==> config.mk <==
export PLATFORM = sky130hd
export DESIGN_NAME = vls_queue
export DESIGN_NICKNAME = d
export VERILOG_FILES = /design/src/rtl/core/vls_pkg.sv /design/src/rtl/core/vls_queue.sv
export SDC_FILE = /design/constraint.sdc
export NUM_CORES = 1
export LEC_CHECK = 0
export BUFFER_PORTS_ARGS = -buffer_cell sky130_fd_sc_hd__buf_2
export CAP_MARGIN = 20
export CORE_ASPECT_RATIO = 0.9
export CORE_MARGIN = 2
export CORE_UTILIZATION = 47
export CTS_CLUSTER_SIZE = 16
export DETAILED_ROUTE_END_ITERATION = 6
export PLACE_DENSITY = 0.78
export SLEW_MARGIN = 40
export SYNTH_ARGS = -nofsm -noshare
export SYNTH_HDL_FRONTEND = slang
export SYNTH_SLANG_ARGS = --single-unit
==> constraint.sdc <==
create_clock -name clk -period 4.5 [get_ports clk]
set_input_delay 0.225 -clock clk [delete_from_list [all_inputs] [get_ports clk]]
set_output_delay 0.225 -clock clk [all_outputs]
set_load 0.01 [all_outputs]
==> src/rtl/core/vls_pkg.sv <==
package vls_pkg;

  localparam logic [1:0] OP_LOAD    = 2'd0;
  localparam logic [1:0] OP_COMPUTE = 2'd1;
  localparam logic [1:0] OP_OOR     = 2'd2;

  localparam logic [2:0] KIND_SMOKE    = 3'd0;
  localparam logic [2:0] KIND_VEL_X    = 3'd1;
  localparam logic [2:0] KIND_VEL_Y    = 3'd2;
  localparam logic [2:0] KIND_VEL_Z    = 3'd3;
  localparam logic [2:0] KIND_PRESSURE = 3'd4;

  localparam logic [2:0] CFG_SIZE_X      = 3'd0;
  localparam logic [2:0] CFG_SIZE_Y      = 3'd1;
  localparam logic [2:0] CFG_SIZE_Z      = 3'd2;
  localparam logic [2:0] CFG_FIELD_KIND  = 3'd3;
  localparam logic [2:0] CFG_POROUS_MODE = 3'd4;
  localparam logic [2:0] CFG_DIFF_FACTOR = 3'd5;
  localparam logic [2:0] CFG_INV_AREA    = 3'd6;

  localparam logic [16:0] ONE_POR = 17'd65536;
  localparam int QUEUE_DEPTH = 2;

  typedef struct packed {
    logic               func;
    logic [4:0]         pos_x;
    logic [4:0]         pos_y;
    logic [4:0]         pos_z;
    logic signed [31:0] cell_value;
    logic               is_solid;
    logic               smoke_fixed;
    logic               velocity_fixed;
    logic               pressure_fixed;
    logic [16:0]        porosity;
  } in_item_t;

  typedef struct packed {
    logic signed [31:0] result_value;
    logic               skipped;
    logic [2:0]         neighbor_count;
    logic               out_of_range;
  } out_item_t;

  typedef struct packed {
    logic [1:0]  op;
    logic [4:0]  x;
    logic [4:0]  y;
    logic [4:0]  z;
    logic [31:0] value;
    logic [3:0]  flags;
    logic [16:0] por;
    logic [5:0]  nb_en;
    logic [2:0]  count;
  } job_t;

  typedef struct packed {
    logic [2:0]  kind;
    logic        porous;
    logic [31:0] diff_factor;
    logic [31:0] inv_area;
  } cfg_t;

endpackage

==> src/rtl/core/vls_queue.sv <==
module vls_queue (
  input  logic          clk,
  input  logic          rst_n,
  input  logic          push,
  input  vls_pkg::job_t push_data,
  input  logic          pop,
  output vls_pkg::job_t pop_data,
  output logic          empty,
  output logic          full
);
  import vls_pkg::*;

  localparam int PW = (QUEUE_DEPTH > 1) ? $clog2(QUEUE_DEPTH) : 1;
  localparam int CW = $clog2(QUEUE_DEPTH + 1);

  job_t          slot_r [QUEUE_DEPTH];
  logic [PW-1:0] wr_ptr_r, rd_ptr_r;
  logic [CW-1:0] fill_r;

  assign empty    = fill_r == '0;
  assign full     = fill_r == CW'(QUEUE_DEPTH);
  assign pop_data = slot_r[rd_ptr_r];

  function automatic logic [PW-1:0] bump(input logic [PW-1:0] p);
    return (p == PW'(QUEUE_DEPTH - 1)) ? '0 : p + PW'(1);
  endfunction

  always_ff @(posedge clk) begin
    if (push) slot_r[wr_ptr_r] <= push_data;
  end

  always_ff @(posedge clk) begin
    if (!rst_n) begin
      wr_ptr_r <= '0;
      rd_ptr_r <= '0;
      fill_r   <= '0;
    end else begin
      if (push) wr_ptr_r <= bump(wr_ptr_r);
      if (pop) rd_ptr_r <= bump(rd_ptr_r);
      if (push && !pop) fill_r <= fill_r + CW'(1);
      else if (pop && !push) fill_r <= fill_r - CW'(1);
    end
  end

endmodule

Yosys cells after proc, flatten, opt, wreduce, memory -nomap -nowiden --
Memories as Yosys holds them, arrays and structs flattened. A register that Yosys moved wholly into a read port is not among the register bits. Index checks and enable logic that the tools add are counted.
Word-level totals: bits in registers 4, bits in latches 0, memory bits (writable) 158, bits in read-only memories 0, input port bits 83, output and inout port bits 81, memories kept 1
Operators by class: add/subtract/negate cells 4, multipliers 0, div/mod/pow operators 0, $lt $le $gt $ge 0, equality and inequality tests 1, shifts and indexed selects 0, mux-type cells 8, bitwise gates (word level) 0, reduce and logical (&&, ||, !) cells 6
Memory list:
- slot_r | words 2, bits a word 79, read ports 1, clocked after Yosys merged registers in 1, wr ports 1, RTL line vls_queue.sv:16 | job_t slot_r [QUEUE_DEPTH];
Operators with widths (number):
- 1-bit two-way mux | 6
- 2-bit two-way mux | 2
- 1-bit adder, second input constant | 2
- 2-bit by 1-bit adder with 2-bit output, second input constant | 1
- 2-bit equality test, second input constant | 1
- 1-bit logical AND | 2
- 1-bit logical NOT | 2
- 2-bit logical NOT | 1
- 2-bit nonzero test | 1
- 2-bit by 1-bit subtractor with 2-bit output, second input constant | 1

Longest topological paths before layout --
Gate-level depths: netlist of the first run.
word-level depth 4, gate-level depth with buffers 5, gate-level depth less buffers 5

Worst setup path after synthesis of the first run --
No wires, ideal clock.
path type register -> register, start register wr_ptr_r, end memory slot_r[0][0] in the netlist's numbering (enable), library setup time 0.527 ns, arrival time 3.828 ns, path slack 0.145 ns, cell stages (with the launch flop) 2, period minus slack after synthesis 4.355 ns, path through dfxtp_1 nor2b_1
RTL lines:
- from (decl) | RTL line vls_queue.sv:17 | logic [PW-1:0] wr_ptr_r, rd_ptr_r;
- from (signal assigned) | RTL line vls_queue.sv:38 | if (push) wr_ptr_r <= bump(wr_ptr_r);
- to (decl) | RTL line vls_queue.sv:16
Straight into the memory's write port.

==> qor.yml, run 1 <==
clock-root-buffer: "clkbuf_16"
cp.arrival_ns: 1.74
cap_violations: 0
slew_violations: 0
syn_area_sq_um: 5950
clockBufferDepth: 2
cts_tree: "yes"
place_hpwl_um: 6810
startpoint_type: "flop"
syn_inst: 268
die-area_sq_um: 13600
die_h_um: 111
tightest_slew_ns: 0.626
total_power_uw: 3520
dpl.cell_count: 588
drive_gt1_share_pct: 51.7
row_count: 38
met3_usage_pct: 6.53
ys_seq_area_share_pct: 81.4
cts_resized: 0
synth_top_area_cell: "edfxtp_1"
nNetsFinal: 609
use_met1_pct: 17.1
ir_drop_uv: 367
rsz0062_at_grt: "no"
relSlewSlack_pct: 58.2
cts_setup_buffers: 0
p_per_area_nw_per_um2: 422
finClkSkew_ns: 0.0107
final_common_cell: "buf_2"
post-route-util_pct: 68.3
drtAntennaViolNets: 0
htreeDepth: 4
path_class: "flop to output pin"
crit_path_end_kind: "output pin"
wirelength_um: 11300
synth_cell_types: 17
cts.reportedPaths.clkPinSlew_ns: 0.06
hold_buffers: 78
clk_latency_ns: 0.42
wl_per_cell_um: 16.2
grt_pass1_vias: 3565
yosys_warnings: 0
tns_ns: 0
grt_pass1_wl_um: 17100
cp_slowest_stage_delay_ns: 0.53
syn_area_per_cell_sq_um: 22.2
grt_max_degree: 37
use_met2_pct: 31.1
max_freq_mhz: 509
drcViolationCount: 0
cp.required_ns: 4.28
fp.dieW_um: 123
synthDominantCellAreaShare_pct: 79.7
period_share_pct: 43.7
cp_top_family: "flip-flops"
vias: 3348
num_io_pins: 164
setup_viol: 0
cts_buffers: 17
antenna_found_initial: 0
synth.area.top_cells: "edfxtp_1 80%, mux2_2 13%, mux2_4 2.5%"
ys_ff_latch: 163
core_area_sq_um: 12200
grt_usage_pct: 16.9
worst-path-buf-inv: 2
synth_fp_nets: 352
layoutNonFillerInstCount: 698
status: "completed"
io_buffers: 163
whs_ns: 0.0252
path_cells: "buf_12 -> mux2_2 -> buf_2"
drt_iter0_drc: 185
gr-total-overflow: 0
viasPerCell: 4.80
n_antenna_cell: 0
hold_viol: 0
busiest_layer: "met2"
final_cell_mix: "163 x buf_2, 158 x edfxtp_1, 78 x dlygate4sd3_1"
cp_slowest_cell: "dfxtp_4"
hold_path_class: "input port to flop"
gp_congestion: 0.693
start_util_pct: 48.7
clock-sinks: 163
area_growth_pct: 40.2
drtPass1Iterations: 4
fin_crit_ns: 1.97
worst-path-max-fanout: 34
p_leak_uw: 0.00320
worst paths after layout:
path,startpoint,end,slack [ns],depth (start not counted)
worst max-delay path,flop,pop_data[59],2.53,3
worst min-delay path,push_data[61],slot_r[0][61],0.03,1
worst max register to register,wr_ptr_r,slot_r[0][78],2.70,2
worst min register to register,fill_r[1],fill_r[1],0.52,2
through the flow:
| step | setup WS (ns) | area (sq um) |
|---|---|---|
| 4_1_cts | 2.48 | 8350 |
| 2_1_floorplan | 0.145 | 5950 |
| 6_report | 2.53 | 8350 |
| 5_1_grt | 2.42 | 8350 |
| 3_3_place_gp | 2.54 | 6930 |
| 3_5_place_dp | 2.62 | 7010 |
state kept, by name, summed over array words and instances (netlist names), named ones only:
register,count
slot_r,158
fill_r,2
rd_ptr_r,1
wr_ptr_r,1
cell type report:
cell class                      count  area (sq um)
Fill cell                         805          3870
Tap cell                          160           200
Inverter                            1          3.75
Clock inverter                     11           113
Timing Repair Buffer              247          1690
Multi-Input combinational cell     95          1050
Sequential cell                   163          4850
Clock buffer                       21           440
report_power, final:
part	internal (uW)	leakage, uW	switching, uW
Clock	809	0.000268	535
Sequential	1750	0.00153	27.8
Combinational	217	0.00141	181
synthesized netlist by cell type:
library cell	instances
edfxtp_1	158
mux2_2	69
mux2_4	10
buf_2	6
dfxtp_1	5
and2_1	4
buf_6	3
nor2b_1	3
xor2_1	2
a21boi_1	1
ha_1	1
inv_1	1
nor2_1	1
o21a_1	1
o21ai_0	1
or3_1	1
xnor2_1	1
cell families after synthesis:
family,share of synthesized area (%)
and+or+nand+nor,0.904
buffers and inverters,1.14
muxes,15.6
DFF,81.4
AOI/OAI and AO/OA,0.336
xor gates and xnor gates,0.442
adders and majority gates,0.210
per-layer routing:
metal / vias to the layer above / part of all wire (%) / routed length, um
met1: 1658 / 38 / 4250
met2: 108 / 55 / 6230
met3: 14 / 5.9 / 665
li1: 1568 / - / -
met4: 0 / 1.2 / 131
met5: - / 0 / 0
(Power assumes the default switching activity.)
==> run 2, diff against run 1 <==
clock period = 1.8 ns   (was 4.5 ns; I/O delays follow)
==> run 2 against run 1 <==
Compared with the run above:
- die area did not move
- non-clock buffer count rose by 2
- core utilization is 0.77 points higher
- clock power rose to 2.7 times the previous value
- clock skew fell by 0.0061 ns
- critical path depth is the same
- sequential cell count unchanged
- critical endpoint is now pop_data[11]
- largest cell class unchanged
==> qor.yml, run 2 (synthesized netlist as in run 1, its figures left out) <==
tightest_slew_ns: 0.336  # was 0.626 ns
nNetsFinal: 611  # was 609
gr-total-overflow: 0  # unchanged
place_hpwl_um: 6730  # was 6810 um
wirelength_um: 11700  # was 11300 um
crit_path_end_kind: "output pin"  # unchanged
period_share_pct: 95.9
ir_drop_uv: 963  # was 367 uV
combPwrFrac_pct: 11.2  # was 11.3%
antenna_found_initial: 0  # unchanged
fin_crit_ns: 1.73
grt_max_degree: 56  # was 37
reg2reg_from: "wr_ptr_r"  # unchanged
die_h_um: 111  # unchanged
area_growth_pct: 41.8  # was 40.2%
core_area_sq_um: 12200  # unchanged
clockBufferDepth: 2  # unchanged
largest_reg_flops: 158  # unchanged
drtAntennaViolNets: 0  # unchanged
hold_viol: 0  # unchanged
setup_viol: 0  # unchanged
startpoint_type: "flop"  # unchanged
cts_tree: "yes"  # unchanged
sw_frac_of_total_pct: 20.8  # was 21.1%
intPower_uw: 7240  # was 2780 uW
relSlewSlack_pct: 77.6  # was 58.2%
cts_setup_buffers: 0  # unchanged
num_io_pins: 164  # unchanged
clock-sinks: 163  # unchanged
cap_violations: 0  # unchanged
start_util_pct: 48.7  # unchanged
wl_per_cell_um: 16.7  # was 16.2 um
fp.dieW_um: 123  # unchanged
hold_buffers: 80  # was 78
whs_ns: 0.0393  # was 0.0252 ns
grt_usage_pct: 17.9  # was 16.9%
htreeDepth: 4  # unchanged
fillCellCount: 789  # was 805
viasPerCell: 4.80  # about the same
worst-path-max-fanout: 24  # was 34
p_per_area_nw_per_um2: 1080  # was 422 nW/um^2
crit_path_end: "pop_data[11]"  # was pop_data[59]
post-route-util_pct: 69.1  # was 68.3%
total_power_uw: 9140  # was 3520 uW
p_switching_uw: 1910  # was 744 uW
grt_pass1_vias: 3666  # was 3565
drcViolationCount: 0  # unchanged
row_count: 38  # unchanged
die-area_sq_um: 13600  # unchanged
cts.reportedPaths.clkPinSlew_ns: 0.06  # about the same
max_freq_mhz: 579
multiInputGateArea_sq_um: 1050  # unchanged
gp_congestion: 0.691  # was 0.693
top_register: "slot_r"  # unchanged
seq_area_sq_um: 4850  # about the same
hold_path_class: "input port to flop"  # unchanged
tns_ns: 0  # unchanged
io_buffers: 163  # unchanged
largestRegisters: "slot_r (158), fill_r (2)"  # unchanged
n_antenna_cell: 0  # unchanged
cp.required_ns: 1.71  # was 4.28 ns
slew_violations: 0  # unchanged
r2r_end: "slot_r[1][50]"  # was slot_r[0][78]
final_common_cell: "buf_2"  # unchanged
dp_slack_ns: 0.522  # was 2.62 ns
r2r_slack_ns: 0.69  # was 2.70 ns
clock_power_share_pct: 40.3  # was 38.2%
p_leak_uw: 0.00324  # was 0.00320 uW
cts_buffers: 17  # unchanged
path_class: "flop to output pin"  # unchanged
grt_pass1_wl_um: 18100  # was 17100 um
cp.arrival_ns: 1.64  # was 1.74 ns
drive_gt1_share_pct: 52.3  # was 51.7%
clock-root-buffer: "clkbuf_16"  # unchanged
worst-r2r-cell-count: 2  # unchanged
rsz0062_at_grt: "no"  # unchanged
vias: 3352  # was 3348
status: "completed"  # unchanged
finalWorstSetupSlack_ns: 0.0736  # was 2.53 ns
drt_iter0_drc: 189  # was 185
final_cell_mix: "163 x buf_2, 158 x edfxtp_1, 80 x dlygate4sd3_1"  # was 163 x buf_2, 158 x edfxtp_1, 78 x dlygate4sd3_1
seqPwrFrac_pct: 48.5  # was 50.6%
cts_resized: 0  # unchanged
finClkSkew_ns: 0.00461  # was 0.0107 ns
clk_latency_ns: 0.42  # about the same
drtPass1Iterations: 4  # unchanged
run 2: cell types whose count changed in the layout (fill, tap and decap cells not counted), sizes merged:
cell and delta:
clkbuf -4, dlygate4sd3 +2, clkinvlp +1, inv +1, bufinv +2, clkinv -1
run 2: final cells by class:
class | count | area share (%)
repair buffers | 249 | 20.4
flip-flops and latches | 163 | 57.5
well taps | 160 | 2.37
clock inverters | 14 | 2.22
clock buffers | 17 | 5.04
inverters | 1 | 0.0445
multi-input cells | 95 | 12.4
run 2: worst min-delay path by stage:
stage | slack (ns) | startpoint | depth (start not counted) | end
finish | 0.04 | pop | 3 | flop
global route | 0.04 | pop | 3 | flop
CTS | 0.02 | pop | 3 | flop
detailed placement | 0.28 | push_data[39] | 1 | slot_r[1][39]
global placement | 0.28 | push_data[39] | 1 | slot_r[0][39]
floorplan | 0.19 | push_data[0] | 0 | slot_r[0][0]
run 2: power groups by stage:
stage                     Sequential (uW)  Clock, uW  Combinational, uW
after global placement               4500          0                876
after detailed placement             4520          0                891
after global routing                 4450       3910               1110
after CTS                            4440       3760               1030
after floorplan                      4500          0                511
final                                4440       3680               1020
run 2: critical path: stages (launching register included):
cell     delay (ns)
dfxtp_4        0.35
buf_4          0.30
mux2_2         0.40
buf_2          0.15
run 2: routing by layer:
metal	GRT usage (%)	part of all wire [%]
met5	0	0
met4	7.43	1.3
met2	31.6	54
met1	19.9	39
met3	5.61	5.6
run 2: metrics by stage:
stage | area, sq um | cells
2_1_floorplan | 5960 | 268
3_3_place_gp | 7030 | 588
3_5_place_dp | 7030 | 588
4_1_cts | 8440 | 699
5_1_grt | 8440 | 699
6_report | 8440 | 699
==> run 3, diff against run 2 <==
PLACE_DENSITY = 0.84   (was 0.78)
==> run 3 against run 2 <==
Compared with the run above:
- critical path depth unchanged
- via count is 2.5% higher
- die area stayed put
- routed wire length up 4.7%
- sequential cell count did not move
- count of clock-buffer cells in the layout increased by 4
- first-iteration DRC count increased by 30%
- combinational power is essentially flat
- core utilization is 0.40 points lower
==> qor.yml, run 3 (synthesized netlist as in run 1, its figures left out) <==
sw_frac_of_total_pct: 21.8  # was 20.8%
antenna_found_initial: 0  # unchanged
status: "completed"  # unchanged
grt_pass1_vias: 3620  # was 3666
p_switching_uw: 1900  # was 1910 uW
period_share_pct: 96.9  # was 95.9%
cp.arrival_ns: 1.65  # was 1.64 ns
place_hpwl_um: 6920  # was 6730 um
slew_violations: 0  # unchanged
hold_path_class: "input port to flop"  # unchanged
die-area_sq_um: 13600  # unchanged
design_area_sq_um: 8390  # was 8440 sq um
cp.required_ns: 1.71  # about the same
cts.reportedPaths.clkPinSlew_ns: 0.05  # was 0.06 ns
clock-sinks: 163  # unchanged
crit_path_end_kind: "output pin"  # unchanged
fin_crit_ns: 1.74  # was 1.73 ns
worst-path-max-fanout: 33  # was 24
intPower_uw: 6840  # was 7240 uW
drive_gt1_share_pct: 51.7  # was 52.3%
clock_power_share_pct: 37.1  # was 40.3%
relSlewSlack_pct: 68.2  # was 77.6%
hold_viol: 0  # unchanged
start_util_pct: 48.7  # unchanged
cts_resized: 0  # unchanged
wl_per_cell_um: 17.3  # was 16.7 um
combPwrFrac_pct: 11.9  # was 11.2%
p_per_area_nw_per_um2: 1040  # was 1080 nW/um^2
finClkSkew_ns: 0.0147  # was 0.00461 ns
min_from: "pop"  # unchanged
htreeDepth: 4  # unchanged
r2r_slack_ns: 0.49  # was 0.69 ns
final_common_cell: "buf_2"  # unchanged
drt_iter0_drc: 246  # was 189
tightest_slew_ns: 0.477  # was 0.336 ns
io_buffers: 163  # unchanged
p_leak_uw: 0.00322  # was 0.00324 uW
viasPerCell: 4.88  # was 4.80
max_freq_mhz: 573  # was 579 MHz
cap_violations: 0  # unchanged
drtPass1Iterations: 4  # unchanged
final_cell_mix: "163 x buf_2, 158 x edfxtp_1, 80 x dlygate4sd3_1"  # unchanged
drtAntennaViolNets: 0  # unchanged
die_h_um: 111  # unchanged
seqPwrFrac_pct: 51.0  # was 48.5%
n_antenna_cell: 0  # unchanged
startpoint_type: "flop"  # unchanged
gp_congestion: 0.706  # was 0.691
fp.dieW_um: 123  # unchanged
area_growth_pct: 41.0  # was 41.8%
grt_usage_pct: 17.9  # about the same
path_class: "flop to output pin"  # unchanged
nNetsFinal: 615  # was 611
core_area_sq_um: 12200  # unchanged
grt_pass1_wl_um: 18100  # about the same
drcViolationCount: 0  # unchanged
grt_max_degree: 81  # was 56
clockBufferDepth: 2  # unchanged
top_register: "slot_r"  # unchanged
clk_latency_ns: 0.42  # about the same
num_io_pins: 164  # unchanged
largestRegisters: "slot_r (158), fill_r (2)"  # unchanged
gr-total-overflow: 0  # unchanged
ir_drop_uv: 936  # was 963 uV
wirelength_um: 12200  # was 11700 um
largest_reg_flops: 158  # unchanged
clock-root-buffer: "clkbuf_16"  # unchanged
dpl_cell_area_sq_um: 7000  # was 7030 sq um
cts_tree: "yes"  # unchanged
cts_buffers: 17  # unchanged
reg2reg_from: "wr_ptr_r"  # unchanged
row_count: 38  # unchanged
setup_viol: 0  # unchanged
whs_ns: 0.0626  # was 0.0393 ns
vias: 3437  # was 3352
## run 3: changes by cell type in the layout (fill, tap and decap cells not counted), sizes merged
cell,previous run,this run
inv,2,1
buf,169,172
clkinvlp,3,2
clkinv,6,8
clkbuf,17,22
bufinv,4,1
## run 3: power groups by stage
stage	sequential (uW)	combinational [uW]	clock (uW)
3_5_place_dp	4530	866	0
3_3_place_gp	4520	844	0
4_1_cts	4450	1010	3300
5_1_grt	4470	1120	3490
2_1_floorplan	4500	511	0
6_report	4460	1040	3240
## run 3: timing repair
action                     in CTS  in global routing
buffers inserted                0                  5
setup endpoints to repair       0                 47
hold buffers                   80                  0
hold endpoints to repair      163                  0
## run 3: stage by stage
stage	power, uW	TNS [ns]	setup slack [ns]	cells	util, %
3_5_place_dp	5400	0	0.471	586	57.3
4_1_cts	8760	0	0.0162	698	68.2
5_1_grt	9070	-0.00300	-0.00190	704	68.7
6_report	8740	0	0.0558	704	68.7
3_3_place_gp	5360	0	0.471	586	57.3
2_1_floorplan	5010	-9.85	-0.124	268	-
## run 3: per-layer routing
metal | vias to the layer above | routed length (um) | GRT usage (%)
met5 | - | 0 | 0
met3 | 15 | 755 | 6.79
met2 | 143 | 6620 | 31.7
met1 | 1693 | 4640 | 19.7
li1 | 1586 | - | -
met4 | 0 | 192 | 5.90
## run 3: worst max-delay path, cell delays in order, from the launching register on
cell     delay (ns)
dfxtp_4        0.47
buf_12         0.25
mux2_2         0.37
buf_2          0.14
## run 3: final cells by class
type	count	area, sq um
clock inverter	11	88.8
timing repair buffer	253	1760
inverter	1	3.75
tap	160	200
multi-input combinational	95	1050
clock buffer	21	440
sequential	163	4850
fill	800	3830
## run 3: worst paths after layout
path | to | depth (start not counted)
worst max-delay path | pop_data[64] | 3
worst min-delay path | flop | 3
worst max register to register | slot_r[1][17] | 2
worst min register to register | fill_r[1] | 2
