<file path="config.mk">
export PLATFORM = sky130hd
export DESIGN_NAME = vls_front
export DESIGN_NICKNAME = d
export VERILOG_FILES = /design/src/rtl/core/vls_pkg.sv /design/src/rtl/core/vls_front.sv
export SDC_FILE = /design/constraint.sdc
export NUM_CORES = 1
export LEC_CHECK = 0
export BUFFER_PORTS_ARGS = -buffer_cell sky130_fd_sc_hd__buf_2
export CAP_MARGIN = 0
export CORE_UTILIZATION = 49
export DETAILED_ROUTE_END_ITERATION = 16
export GPL_TIMING_DRIVEN = 1
export PLACE_DENSITY = 0.88
export SLEW_MARGIN = 20
export SYNTH_ARGS = -nofsm -noshare
export SYNTH_HDL_FRONTEND = slang
export SYNTH_SLANG_ARGS = --single-unit
</file>
<file path="constraint.sdc">
create_clock -name clk -period 8.3 [get_ports clk]
set_input_delay 0.415 -clock clk [delete_from_list [all_inputs] [get_ports clk]]
set_output_delay 0.415 -clock clk [all_outputs]
set_load 0.005 [all_outputs]
</file>
<file path="src/rtl/core/vls_pkg.sv">
package vls_pkg;

  localparam logic [1:0] OP_LOAD    = 2'd0;
  localparam logic [1:0] OP_COMPUTE = 2'd1;
  localparam logic [1:0] OP_OOR     = 2'd2;

  localparam logic [2:0] KIND_SMOKE    = 3'd0;
  localparam logic [2:0] KIND_VEL_X    = 3'd1;
  localparam logic [2:0] KIND_VEL_Y    = 3'd2;
  localparam logic [2:0] KIND_VEL_Z    = 3'd3;
  localparam logic [2:0] KIND_PRESSURE = 3'd4;

  localparam logic [2:0] CFG_SIZE_X      = 3'd0;
  localparam logic [2:0] CFG_SIZE_Y      = 3'd1;
  localparam logic [2:0] CFG_SIZE_Z      = 3'd2;
  localparam logic [2:0] CFG_FIELD_KIND  = 3'd3;
  localparam logic [2:0] CFG_POROUS_MODE = 3'd4;
  localparam logic [2:0] CFG_DIFF_FACTOR = 3'd5;
  localparam logic [2:0] CFG_INV_AREA    = 3'd6;

  localparam logic [16:0] ONE_POR = 17'd65536;
  localparam int QUEUE_DEPTH = 2;

  typedef struct packed {
    logic               func;
    logic [4:0]         pos_x;
    logic [4:0]         pos_y;
    logic [4:0]         pos_z;
    logic signed [31:0] cell_value;
    logic               is_solid;
    logic               smoke_fixed;
    logic               velocity_fixed;
    logic               pressure_fixed;
    logic [16:0]        porosity;
  } in_item_t;

  typedef struct packed {
    logic signed [31:0] result_value;
    logic               skipped;
    logic [2:0]         neighbor_count;
    logic               out_of_range;
  } out_item_t;

  typedef struct packed {
    logic [1:0]  op;
    logic [4:0]  x;
    logic [4:0]  y;
    logic [4:0]  z;
    logic [31:0] value;
    logic [3:0]  flags;
    logic [16:0] por;
    logic [5:0]  nb_en;
    logic [2:0]  count;
  } job_t;

  typedef struct packed {
    logic [2:0]  kind;
    logic        porous;
    logic [31:0] diff_factor;
    logic [31:0] inv_area;
  } cfg_t;

endpackage

</file>
<file path="src/rtl/core/vls_front.sv">
module vls_front #(
  parameter int MAX_DIM     = 32,
  parameter int VALUE_WIDTH = 32
) (
  input  logic              clk,
  input  logic              rst_n,
  input  logic              start,
  input  logic              busy,
  input  vls_pkg::in_item_t in_item,
  input  logic              cfg_valid,
  input  logic [2:0]        cfg_index,
  input  logic [31:0]       cfg_data,
  output logic              push,
  output vls_pkg::job_t     job,
  output vls_pkg::cfg_t     cfg
);
  import vls_pkg::*;

  localparam int SW = (VALUE_WIDTH < 32) ? VALUE_WIDTH : 32;
  localparam int NW = ($clog2(MAX_DIM + 1) > 6) ? $clog2(MAX_DIM + 1) : 6;
  localparam logic signed [31:0] VHI = 32'((64'sd1 <<< (SW - 1)) - 64'sd1);
  localparam logic signed [31:0] VLO = -VHI - 32'sd1;

  logic [5:0]  size_x_r, size_y_r, size_z_r;
  logic [2:0]  kind_r;
  logic        porous_r;
  logic [31:0] dif_r, inv_r;

  logic [NW-1:0] nx, ny, nz, px, py, pz;
  logic          oor, drop;
  logic [5:0]    en;

  function automatic logic [NW-1:0] clamp_ext(input logic [5:0] s);
    logic [NW-1:0] e;
    e = NW'(s);
    if (s == 6'd0) return NW'(1);
    if (e > NW'(MAX_DIM)) return NW'(MAX_DIM);
    return e;
  endfunction

  always_ff @(posedge clk) begin
    if (!rst_n) begin
      size_x_r <= 6'd32;
      size_y_r <= 6'd32;
      size_z_r <= 6'd32;
      kind_r   <= KIND_SMOKE;
      porous_r <= 1'b0;
      dif_r    <= 32'd0;
      inv_r    <= 32'd65536;
    end else if (cfg_valid) begin
      unique case (cfg_index)
        CFG_SIZE_X:      size_x_r <= cfg_data[5:0];
        CFG_SIZE_Y:      size_y_r <= cfg_data[5:0];
        CFG_SIZE_Z:      size_z_r <= cfg_data[5:0];
        CFG_FIELD_KIND:  kind_r   <= cfg_data[2:0];
        CFG_POROUS_MODE: porous_r <= cfg_data[0];
        CFG_DIFF_FACTOR: dif_r    <= cfg_data;
        CFG_INV_AREA:    inv_r    <= cfg_data;
        default: ;
      endcase
    end
  end

  assign cfg = '{kind: kind_r, porous: porous_r, diff_factor: dif_r, inv_area: inv_r};

  always_comb begin
    nx = clamp_ext(size_x_r);
    ny = clamp_ext(size_y_r);
    nz = clamp_ext(size_z_r);
    px = NW'(in_item.pos_x);
    py = NW'(in_item.pos_y);
    pz = NW'(in_item.pos_z);
    oor  = (px >= nx) || (py >= ny) || (pz >= nz);
    drop = (px >= NW'(MAX_DIM)) || (py >= NW'(MAX_DIM)) || (pz >= NW'(MAX_DIM));
    en = {(pz + NW'(1)) < nz, pz != '0, (py + NW'(1)) < ny, py != '0,
          (px + NW'(1)) < nx, px != '0};

    job.x     = in_item.pos_x;
    job.y     = in_item.pos_y;
    job.z     = in_item.pos_z;
    job.flags = {in_item.pressure_fixed, in_item.velocity_fixed,
                 in_item.smoke_fixed, in_item.is_solid};
    job.por   = (in_item.porosity > ONE_POR) ? ONE_POR : in_item.porosity;
    if (in_item.cell_value > VHI) job.value = VHI;
    else if (in_item.cell_value < VLO) job.value = VLO;
    else job.value = in_item.cell_value;
    job.nb_en = en;
    job.count = 3'($countones(en));
    if (!in_item.func) job.op = OP_LOAD;
    else if (oor) job.op = OP_OOR;
    else job.op = OP_COMPUTE;

    push = start && !busy && !(!in_item.func && drop);
  end

endmodule

</file>
# After elaboration in Yosys (flattened, before gate mapping)
# Cells that the tools add are included.
[totals]
reg_bits = 86
out_inout_bits = 148
word_cells = 77
in_bits = 109
[classes]
n_eq_ne = 6
n_addsub = 8
reduce_logical = 18
muxes = 26
n_lt_le_gt_ge = 12
[ops]
columns = ["cell", "count"]
rows = [
  ["$mux W6", 12],
  ["$mux W32", 2],
  ["$gt A32 B32 Y1 const B", 1],
  ["$lt A32 B32 Y1 const B", 1],
  ["$add A5 B1 Y6 const B", 3],
  ["$ge A5 B6 Y1", 3],
  ["$gt A6 B6 Y1 const B", 3],
  ["$logic_not A6 Y1", 3],
  ["$lt A6 B6 Y1", 3],
  ["$gt A17 B17 Y1 const B", 1],
  ["$mux W17", 1],
  ["$reduce_bool A5 Y1", 3],
  ["$reduce_and A2 Y1", 7],
  ["$eq A3 B3 Y1 const B", 3],
  ["$mux W1", 9],
  ["$add A1 B1 Y2", 3],
  ["$eq A3 B2 Y1 const B", 2],
  ["$mux W2", 2],
  ["$add A2 B2 Y3", 1],
  ["$add A3 B2 Y3", 1],
  ["$eq A3 B1 Y1 const B", 1],
  ["$logic_not A3 Y1", 1],
  ["$logic_or A1 B1 Y1", 2],
  ["$logic_and A1 B1 Y1", 1],
  ["$logic_not A1 Y1", 1],
]

# Logic depth before layout (Yosys ltp)
# Gate-level depths: netlist (run 1).
[logic_depth]
depth_word = 10
mapped_depth = 15

# Worst setup path after synthesis (run 1)
# No wires, ideal clock.
[synth_timing]
kind = "input to output"
from = "input in_item[63] (netlist bit)"
to = "output job[1] (netlist bit)"
t_required_ns = 7.885
stages = 14
n_path_buf = 0
arrival_time_ns = 3.446
slack_ns = 4.439
path_cell_list = "inv_1 > ha_1 > ha_1 > nor2b_1 > o21a_1 > o21ai_0 > a21oi_1 > a211oi_1 > fa_1 > inv_1 > fa_1 > inv_1 > ha_1 > fa_1"
[synth_rtl]
columns = ["element", "line_no", "source"]
rows = [
  ["start, declared", "vls_front.sv:9", "input vls_pkg::in_item_t in_item,"],
  ["end, declared", "vls_front.sv:14", "output vls_pkg::job_t job,"],
]

==> results of run 1 <==
## where the power goes
part / leakage, nW / switching, W / internal (W)
logic: 1.77 / 0.0000658 / 0.0000579
registers: 0.696 / 0.00000509 / 0.000421
clock network: 0.105 / 0.000142 / 0.000177
total: 2.57 / 0.000213 / 0.000656
## final timing paths
kind	startpoint	to	cells past startpoint	slack (ps)
hold reg to reg	dif_r[0]$_SDFFE_PN0P_	dif_r[0]$_SDFFE_PN0P_	2	450
hold / removal	cfg_data[16]	inv_r[16]$_SDFFE_PN1P_	3	310
setup / recovery	size_x_r[1]$_SDFFE_PN0P_	job[1]	16	4010
setup reg to reg	size_y_r[5]$_SDFFE_PN1P_	size_y_r[5]$_SDFFE_PN1P_	2	7510
## per-stage QoR
step	utilization [%]	power, W	area [um2]
6_report	61.2	0.000869	5700
4_1_cts	61.1	0.000877	5700
3_5_place_dp	58.8	0.000559	5480
5_1_grt	61.2	0.000912	5700
2_1_floorplan	-	0.000513	4780
3_3_place_gp	58.8	0.000554	5480
## synthesized netlist by cell type (2+ instances only)
library cell  number  share of area (%)
nand2_1          153                 12
dfxtp_1           86                 36
clkbuf_1          45                3.5
ha_1              40                 10
nor2b_1           39                5.1
a21boi_0          32                5.0
a21boi_1          31                4.9
buf_4             23                3.6
mux2i_1           19                4.0
inv_1             16                1.3
nor2_1            11               0.86
a21oi_1           10                1.0
nor4_1             8                1.0
nand3_1            7               0.73
xnor2_1            6                1.1
buf_2              5               0.52
nand2b_1           4               0.52
nor2_2             4               0.52
buf_6              3               0.71
fa_1               3                1.3
inv_2              3               0.24
o211ai_1           3               0.47
o21a_1             3               0.47
o21ai_0            3               0.31
or4b_2             3               0.63
xor2_1             3               0.55
a211oi_1           2               0.31
nand4_1            2               0.26
nor3_1             2               0.21
o32ai_1            2               0.37
or2_1              2               0.26
## routing by layer
| metal | track usage [%] | vias to the layer above | routed length (um) |
|---|---|---|---|
| met2 | 44.8 | 139 | 6410 |
| met5 | 0 | - | 0 |
| li1 | - | 2100 | - |
| met4 | 8.36 | 0 | 310 |
| met1 | 26.4 | 1962 | 4940 |
| met3 | 4.92 | 38 | 669 |
## worst max-delay path, cell delays in order, from the launching register on
cell      delay (ps)
dfxtp_1          330
nor4_1           270
nor2_1            70
nor2_1           170
ha_1             200
nor2b_1           50
o21a_1           150
o21ai_0          140
a21oi_1           80
a211oi_1         380
fa_1             460
inv_1             80
fa_1             410
inv_1             70
ha_1             150
fa_1             390
buf_2            130
## kinds of logic after synthesis
kind of cell,Yosys count
flops,86
buf+inv,95
mux,19
simple gates,240
xor+xnor,9
compound gates,90
fa+ha+maj,43
## final cells by class
type                       instances  area (um2)  area share (%)
multi-input combinational        401        2590            45.4
clock inverter                     5        83.8            1.47
inverter                          19        71.3            1.25
timing repair buffer             186         938            16.5
clock buffer                      10         138            2.41
tap                              129         161            2.83
sequential                        86        1720            30.2
## state kept, by name (all words and copies together) (netlist names)
name / flops
inv_r: 32
kind_r: 3
size_z_r: 6
dif_r: 32
size_x_r: 6
size_y_r: 6
porous_r: 1
## placed cells by master, fill, tap and decap left out, types with 3 or more instances in the layout
cell	Yosys	layout
a21boi_0	32	32
a21boi_1	31	31
a21oi_1	10	10
buf_2	5	183
buf_4	23	3
clkbuf_8	0	10
dfxtp_1	86	86
fa_1	3	3
ha_1	40	40
inv_1	16	16
inv_2	3	3
mux2i_1	19	19
nand2_1	153	153
nand2b_1	4	4
nand3_1	7	7
nor2_1	11	11
nor2_2	4	4
nor2b_1	39	39
nor4_1	8	8
o211ai_1	3	3
o21a_1	3	3
o21ai_0	3	3
or4b_2	3	3
xnor2_1	6	6
xor2_1	3	3
==> results.cfg, run 1 <==
[cells_and_area]
nNetsFinal = 855
num-fill-cells = 848
drive_gt1_share_pct = 30.6
final_cells = 836
num_antenna_cells = 0
area_delta_synth_final_pct = 19.3

[floorplanning]
core-area_mm2 = 0.00933
die_w_um = 101
dieHeight_um = 101
boundaryPins = 257
num_rows = 35
die_area_mm2 = 0.0102
initial_utilization_pct = 51.3

[cts]
cts_max_level = 3
cts_tree = built
cts_resized = 0
hold_buffers = 0
postCtsSetupRepairBufs = 0
root_buffer = clkbuf_8
cts_buffer_depth = 2
path_clk_slew_ps = 80
cts_sinks = 86
cts_made_buffers = 9
insertion_delay_ps = 330

[synthesis]
synthSimpleGateAreaFrac_pct = 23.3
synth-compound-area-share_pct = 13.5
synth_nets = 734
synthDistinctLibCells = 40
yosysSeqAreaShare_pct = 36.0
async_reset_ff_share_pct = 0
syn_avg_cell_area_um2 = 8.22
syn_area_mm2 = 0.00478
synth-seq-cells = 86
synth-edff-count = 0
yosysWarnings = 0
synthXorXnorAreaFrac_pct = 1.65
yosys.area_share.adder_pct = 11.7
syn-instance-count = 582
dominantRegCellSynth = dfxtp_1
synthMuxAreaShare_pct = 3.98
synth_top_family_by_area = simple AND/OR/NAND/NOR gates

[power]
power.density_mw_per_mm2 = 152
p_leak_nw = 2.57
ir_drop_uv = 127

[worst_setup_path]
cp-end-kind = primary output
critPathArrivalTime_ps = 3870
path_class = reg2out
start_kind = flip-flop
required_ps = 7890
crit_fanout = 3

[routing]
wl_per_cell_um = 14.8
drt_pass1_iterations = 5
drc_errors = 0
via_count = 4239
drt_iter0_markers = 152
vias_per_cell = 5.07
wirelength_mm = 12.3
antenna_left = 0

[sta]
maxSlewViolCount = 0
hold_viol = 0
fin_setup_tns_ps = 0
period_minus_slack_ps = 4290
finClkSkew_ps = 0
max_freq_mhz = 233
period_share_pct = 51.7
hold_slack_ps = 314
finalSetupViolCount = 0
rsz0062_at_grt = false
tightest_slew_ps = 844
relSlewSlack_pct = 43.0
setup_ws_ps = 4010

[min_path]
hp-class = in2reg

[job]
cap_violations = 0

[grt]
overflow = 0
grt_pass1_vias = 4172
grt_pass1_wl_mm = 19.2
grt_max_degree = 87
groute.usage.overall_pct = 23.8
antenna_found_initial = 0

[placement]
detailedPlace.worstSlack_ps = 4110
port_buffers = 184
dp.cells = 821
gp_congestion = 0.846
hpwl_mm = 9.50

[run_status]
run_status = finished, final reports clean
Power figures use the tool's default switching activity.
==> inputs of run 2 (changes only) <==
- CORE_UTILIZATION: 49 -> 41
- PLACE_DENSITY: 0.88 -> 0.79
- clock period: 8.3 -> 3.5 ns (I/O delays scaled with it)
==> run 2 against run 1 <==
Effect of this change: the flow now finishes with violations (negative setup slack); global-route usage fell by 4.4 points; core utilization fell by 8.5 points; design area rose by 4.9%; clock power rose to 2.9 times the previous value; clock skew did not move; die area rose by 19%; flip-flop and latch count did not move; sequential share of layout area fell by 1.4 points; combinational power rose to 2.5 times the previous value; setup slack got worse by 4300 ps; total power rose to 2.6 times the previous value; register-to-register slack got worse by 4900 ps; critical path type unchanged; largest power group unchanged; highest routed layer unchanged.
==> results.cfg, run 2 (synthesis gave the netlist of run 1 again) <==
[run_status]
run_status = finished with violations
violations = negative setup slack

[worst_setup_path]
critPathArrivalTime_ps = 3640
crit_fanout = 2
start_kind = flip-flop
path_class = reg2out
required_ps = 3320
cp-end-kind = primary output

[cts]
insertion_delay_ps = 330
cts_tree = built
root_buffer = clkbuf_16
cts_sinks = 86
hold_buffers = 0
cts_max_level = 3
cts_made_buffers = 9
cts_buffer_depth = 2
path_clk_slew_ps = 60

[floorplanning]
initial_utilization_pct = 42.1
die_area_mm2 = 0.0121
boundaryPins = 257
num_rows = 39
die_w_um = 110
core-area_mm2 = 0.0114
dieHeight_um = 110

[min_path]
hp-class = in2reg

[sta]
hold_viol = 0
maxSlewViolCount = 0
setup_ws_ps = -320
relSlewSlack_pct = 50.8
period_minus_slack_ps = 3820
tightest_slew_ps = 729
finalSetupViolCount = 2
period_share_pct = 109
hold_slack_ps = 74.6
rsz0062_at_grt = true
max_freq_mhz = 262
finClkSkew_ps = 0

[grt]
grtUsageMet1_pct = 24.1
grt_pass1_wl_mm = 18.0
antenna_found_initial = 0
use_met2_pct = 32.9
grt_max_degree = 76
grt_busiest_layer = met2
use_met3_pct = 5.11
grt_pass1_vias = 3752
overflow = 0
groute.usage.overall_pct = 19.4

[cells_and_area]
num_antenna_cells = 0
final_cells = 875
nNetsFinal = 879
num-fill-cells = 1069
final_cell_mix = 183 x buf_2, 153 x nand2_1, 86 x dfxtp_1
multi_input_area_mm2 = 0.00261
reg.largest.list = dif_r x32, inv_r x32
regArea_mm2 = 0.00172
drive_gt1_share_pct = 32.9
final_common_cell = buf_2
area_delta_synth_final_pct = 25.1

[routing]
vias_per_cell = 4.92
via_count = 4309
drc_errors = 0
drt_iter0_markers = 149
antenna_left = 0
wl_per_cell_um = 13.8
drt_pass1_iterations = 4
wirelength_mm = 12.1

[placement]
hpwl_mm = 9.17
port_buffers = 184
gp_congestion = 0.861
dp.cells = 856

[power]
p_comb_share_pct = 13.9
clkPwrFrac_pct = 41.0
seq_power_share_pct = 45.1
p_sw_share_pct = 24.0
power.density_mw_per_mm2 = 374
ir_drop_uv = 247
power.switching_w = 0.000538
p_leak_nw = 2.73
p_int_w = 0.00170

[job]
cap_violations = 0
==> run 2: cell count changes in the layout (fill, tap and decap cells not counted), moves of 3 or more <==
cell and delta:
clkbuf_8 -10, clkbuf_16 +9, buf_4 +24, clkbuf_1 +3
==> run 2: path summary, 6_finish.rpt <==
check | cells past startpoint | slack [ps] | start | end
worst min-delay path | 3 | 70 | cfg_data[16] | inv_r[16]$_SDFFE_PN1P_
worst max-delay path | 16 | -320 | size_y_r[4]$_SDFFE_PN0P_ | job[1]
worst min register to register | 2 | 450 | dif_r[12]$_SDFFE_PN0P_ | dif_r[12]$_SDFFE_PN0P_
worst max register to register | 3 | 2650 | size_y_r[5]$_SDFFE_PN1P_ | size_y_r[5]$_SDFFE_PN1P_
==> run 2: routing by layer <==
metal / vias up / wire [um] / part of all wire, %
li1: 2151 / - / -
met1: 1990 / 5310 / 44
met2: 150 / 5830 / 48
met3: 18 / 756 / 6.3
met4: 0 / 166 / 1.4
met5: - / 0 / 0
==> run 2: metrics by stage <==
stage / worst slack (ps) / area, um2 / power (W) / util, % / TNS, ps
after CTS: -417 / 5960 / 0.00227 / 52.4 / -642
after global routing: -522 / 5980 / 0.00235 / 52.6 / -974
after detailed placement: -249 / 5660 / 0.00134 / 49.7 / -264
after floorplan: 88.0 / 4780 / 0.00122 / - / 0
final: -320 / 5980 / 0.00224 / 52.6 / -405
after global placement: -147 / 5660 / 0.00133 / 49.7 / -147
==> run 2: area by class of cell <==
type / instances / share of cell area [%]
clock buffers: 12 / 3.95
inverters: 19 / 1.19
clock inverters: 4 / 0.795
multi-input cells: 401 / 43.6
flip-flops and latches: 86 / 28.8
repair buffers: 210 / 18.7
well taps: 143 / 2.99
==> run 2: power by group through the flow <==
stage	clock, W	combinational, W	sequential, W
finish	0.000918	0.000311	0.00101
global route	0.000986	0.000353	0.00101
detailed placement	0	0.000307	0.00103
floorplan	0	0.000183	0.00103
global placement	0	0.000301	0.00103
CTS	0.000946	0.000311	0.00101
==> run 2: critical path, cell delays in order (launching register included) <==
cell and delay [ps]:
dfxtp_1 320, nor4_2 280, nor2_1 80, nor2_2 120, ha_1 160, nor2b_1 40, o21a_1 160, o21ai_1 120
a21oi_1 90, a211oi_2 220, fa_1 480, inv_2 70, fa_1 400, inv_1 60, ha_1 150, fa_1 420
buf_2 140
==> run 2: what timing repair did <==
| item | in CTS | in global routing |
|---|---|---|
| buffers inserted | 1 | 2 |
| gates resized for setup | 4 | 3 |
| endpoints found under the setup margin | 3 | 3 |
| pin swaps | 4 | 7 |
==> inputs of run 3 (changes only) <==
- CORE_UTILIZATION: 41 -> 30
- PLACE_DENSITY: 0.79 -> 0.62
- REMOVE_ABC_BUFFERS: not set -> 1
==> run 3 against run 2 <==
Effect of this change: the run still ends with negative setup slack left; global-route usage fell by 3.2 points; total power rose by 5.1%; routed wire length rose by 13%; die area rose by 36%; clock skew did not move; setup slack got worse by 8.7 ps; critical path depth did not move; hold slack improved by 13 ps; via count barely moved; sequential power barely moved.
==> results.cfg, run 3 (synthesis gave the netlist of run 1 again) <==
[job]
cap_violations = 0

[placement]
port_buffers = 184
dpl-instance-area_mm2 = 0.00576
gp_congestion = 0.789
hpwl_mm = 10.2

[worst_setup_path]
critPathArrivalTime_ps = 3650
crit_chain = nor4_2 > nor2_1 > nor2_1 > ha_2 > nor2b_1 > o21a_1 > o21ai_1 > a21oi_1 > a211oi_2 > fa_1 > inv_2 > fa_1 > inv_2 > ha_4 > fa_2 > buf_2
slowest_delay_ps = 470
required_ps = 3320
start_kind = flip-flop
crit_start = size_y_r[1]$_SDFFE_PN0P_
crit_fanout = 2
path_class = reg2out
cp-end-kind = primary output
worst_path_max_delay_cell = fa_1
rr_startpoint = size_y_r[5]$_SDFFE_PN1P_

[run_status]
run_status = finished with violations
violations = negative setup slack

[cts]
insertion_delay_ps = 330
cts_buffer_depth = 2
cts_sinks = 86
cts_max_level = 3
hold_buffers = 0
cts_made_buffers = 9
cts_tree = built
path_clk_slew_ps = 60
root_buffer = clkbuf_16

[grt]
use_met3_pct = 9.02
overflow = 0
grt_pass1_vias = 3948
grt_max_degree = 49
groute.usage.overall_pct = 16.2
antenna_found_initial = 0
grt_busiest_layer = met2
grt_pass1_wl_mm = 20.7
use_met2_pct = 23.9
grtUsageMet1_pct = 19.8

[routing]
drt_iter0_markers = 174
drc_errors = 0
wl_per_cell_um = 14.5
vias_per_cell = 4.57
antenna_left = 0
drt_pass1_iterations = 4
wirelength_mm = 13.7
via_count = 4306

[sta]
maxSlewViolCount = 0
relSlewSlack_pct = 48.4
fin_setup_tns_ps = -399
hold_viol = 0
period_share_pct = 109
tightest_slew_ps = 763
period_minus_slack_ps = 3830
finClkSkew_ps = 0
rsz0062_at_grt = true
max_freq_mhz = 261
finalSetupViolCount = 2
setup_ws_ps = -329

[power]
ir_drop_uv = 274
power.density_mw_per_mm2 = 384
p_leak_nw = 2.75

[cells_and_area]
area_delta_synth_final_pct = 28.4
drive_gt1_share_pct = 34.0
final_common_cell = buf_2
reg.largest.list = dif_r x32, inv_r x32
final_cell_mix = 183 x buf_2, 152 x nand2_1, 84 x dfxtp_1
num_antenna_cells = 0
fin_util_pct = 39.9
design_area_mm2 = 0.00614
nNetsFinal = 880

[floorplanning]
initial_utilization_pct = 31.1
num_rows = 45
boundaryPins = 257
dieHeight_um = 128
die_area_mm2 = 0.0165
die_w_um = 128
core-area_mm2 = 0.0154

[min_path]
hp-class = in2reg
hp-start = cfg_data[24]
## run 3: area by class of cell
class	count	area, um2
inverters	19	71.3
fillers	1612	9230
clock buffers	12	256
well taps	211	264
clock inverters	3	67.6
flip-flops and latches	86	1720
repair buffers	211	1130
multi-input cells	401	2630
## run 3: critical path, delay by kind of cell, from the launching register on
family | cells | cell delay, ps
buffers and inverters | 3 | 280
AND/OR/NAND/NOR | 4 | 510
AO/OA/AOI/OAI | 4 | 600
adder cells (fa/ha/maj) | 5 | 1620
flip-flops | 1 | 320
## run 3: repair_timing
item / 4_1_cts / 5_1_grt
endpoints found under the setup margin: 3 / 3
gates resized for setup: 14 / 1
pin swaps: 2 / 0
setup buffers: 1 / 2
## run 3: final timing paths
path	to	slack, ps	depth (start not counted)
setup / recovery	job[1]	-330	16
hold / removal	inv_r[24]$_SDFFE_PN0P_	90	3
setup reg to reg	size_y_r[5]$_SDFFE_PN1P_	2710	3
hold reg to reg	inv_r[25]$_SDFFE_PN0P_	450	2
## run 3: routing by layer
metal  part of all wire (%)  routed length [um]  vias up
li1                       -                   -     2158
met4                    1.0                 140        4
met1                     44                6070     1936
met5                   0.37                  50        -
met3                     12                1690       16
met2                     42                5710      192
## run 3: where the power goes
| part | switching (W) | internal, W | leakage [nW] |
|---|---|---|---|
| combinational | 0.000160 | 0.000156 | 1.90 |
| clock | 0.000367 | 0.000660 | 0.155 |
| sequential | 0.0000113 | 0.00100 | 0.697 |
| total | 0.000538 | 0.00182 | 2.75 |
## run 3: through the flow
stage               cells  worst slack, ps  power [W]  hold slack, ps
floorplan             506             88.0    0.00117             247
finish                943             -329    0.00236            87.9
detailed placement    926             -193    0.00134             350
global route          943             -550    0.00247            87.5
global placement      926             -106    0.00134             350
CTS                   941             -371    0.00239            72.3
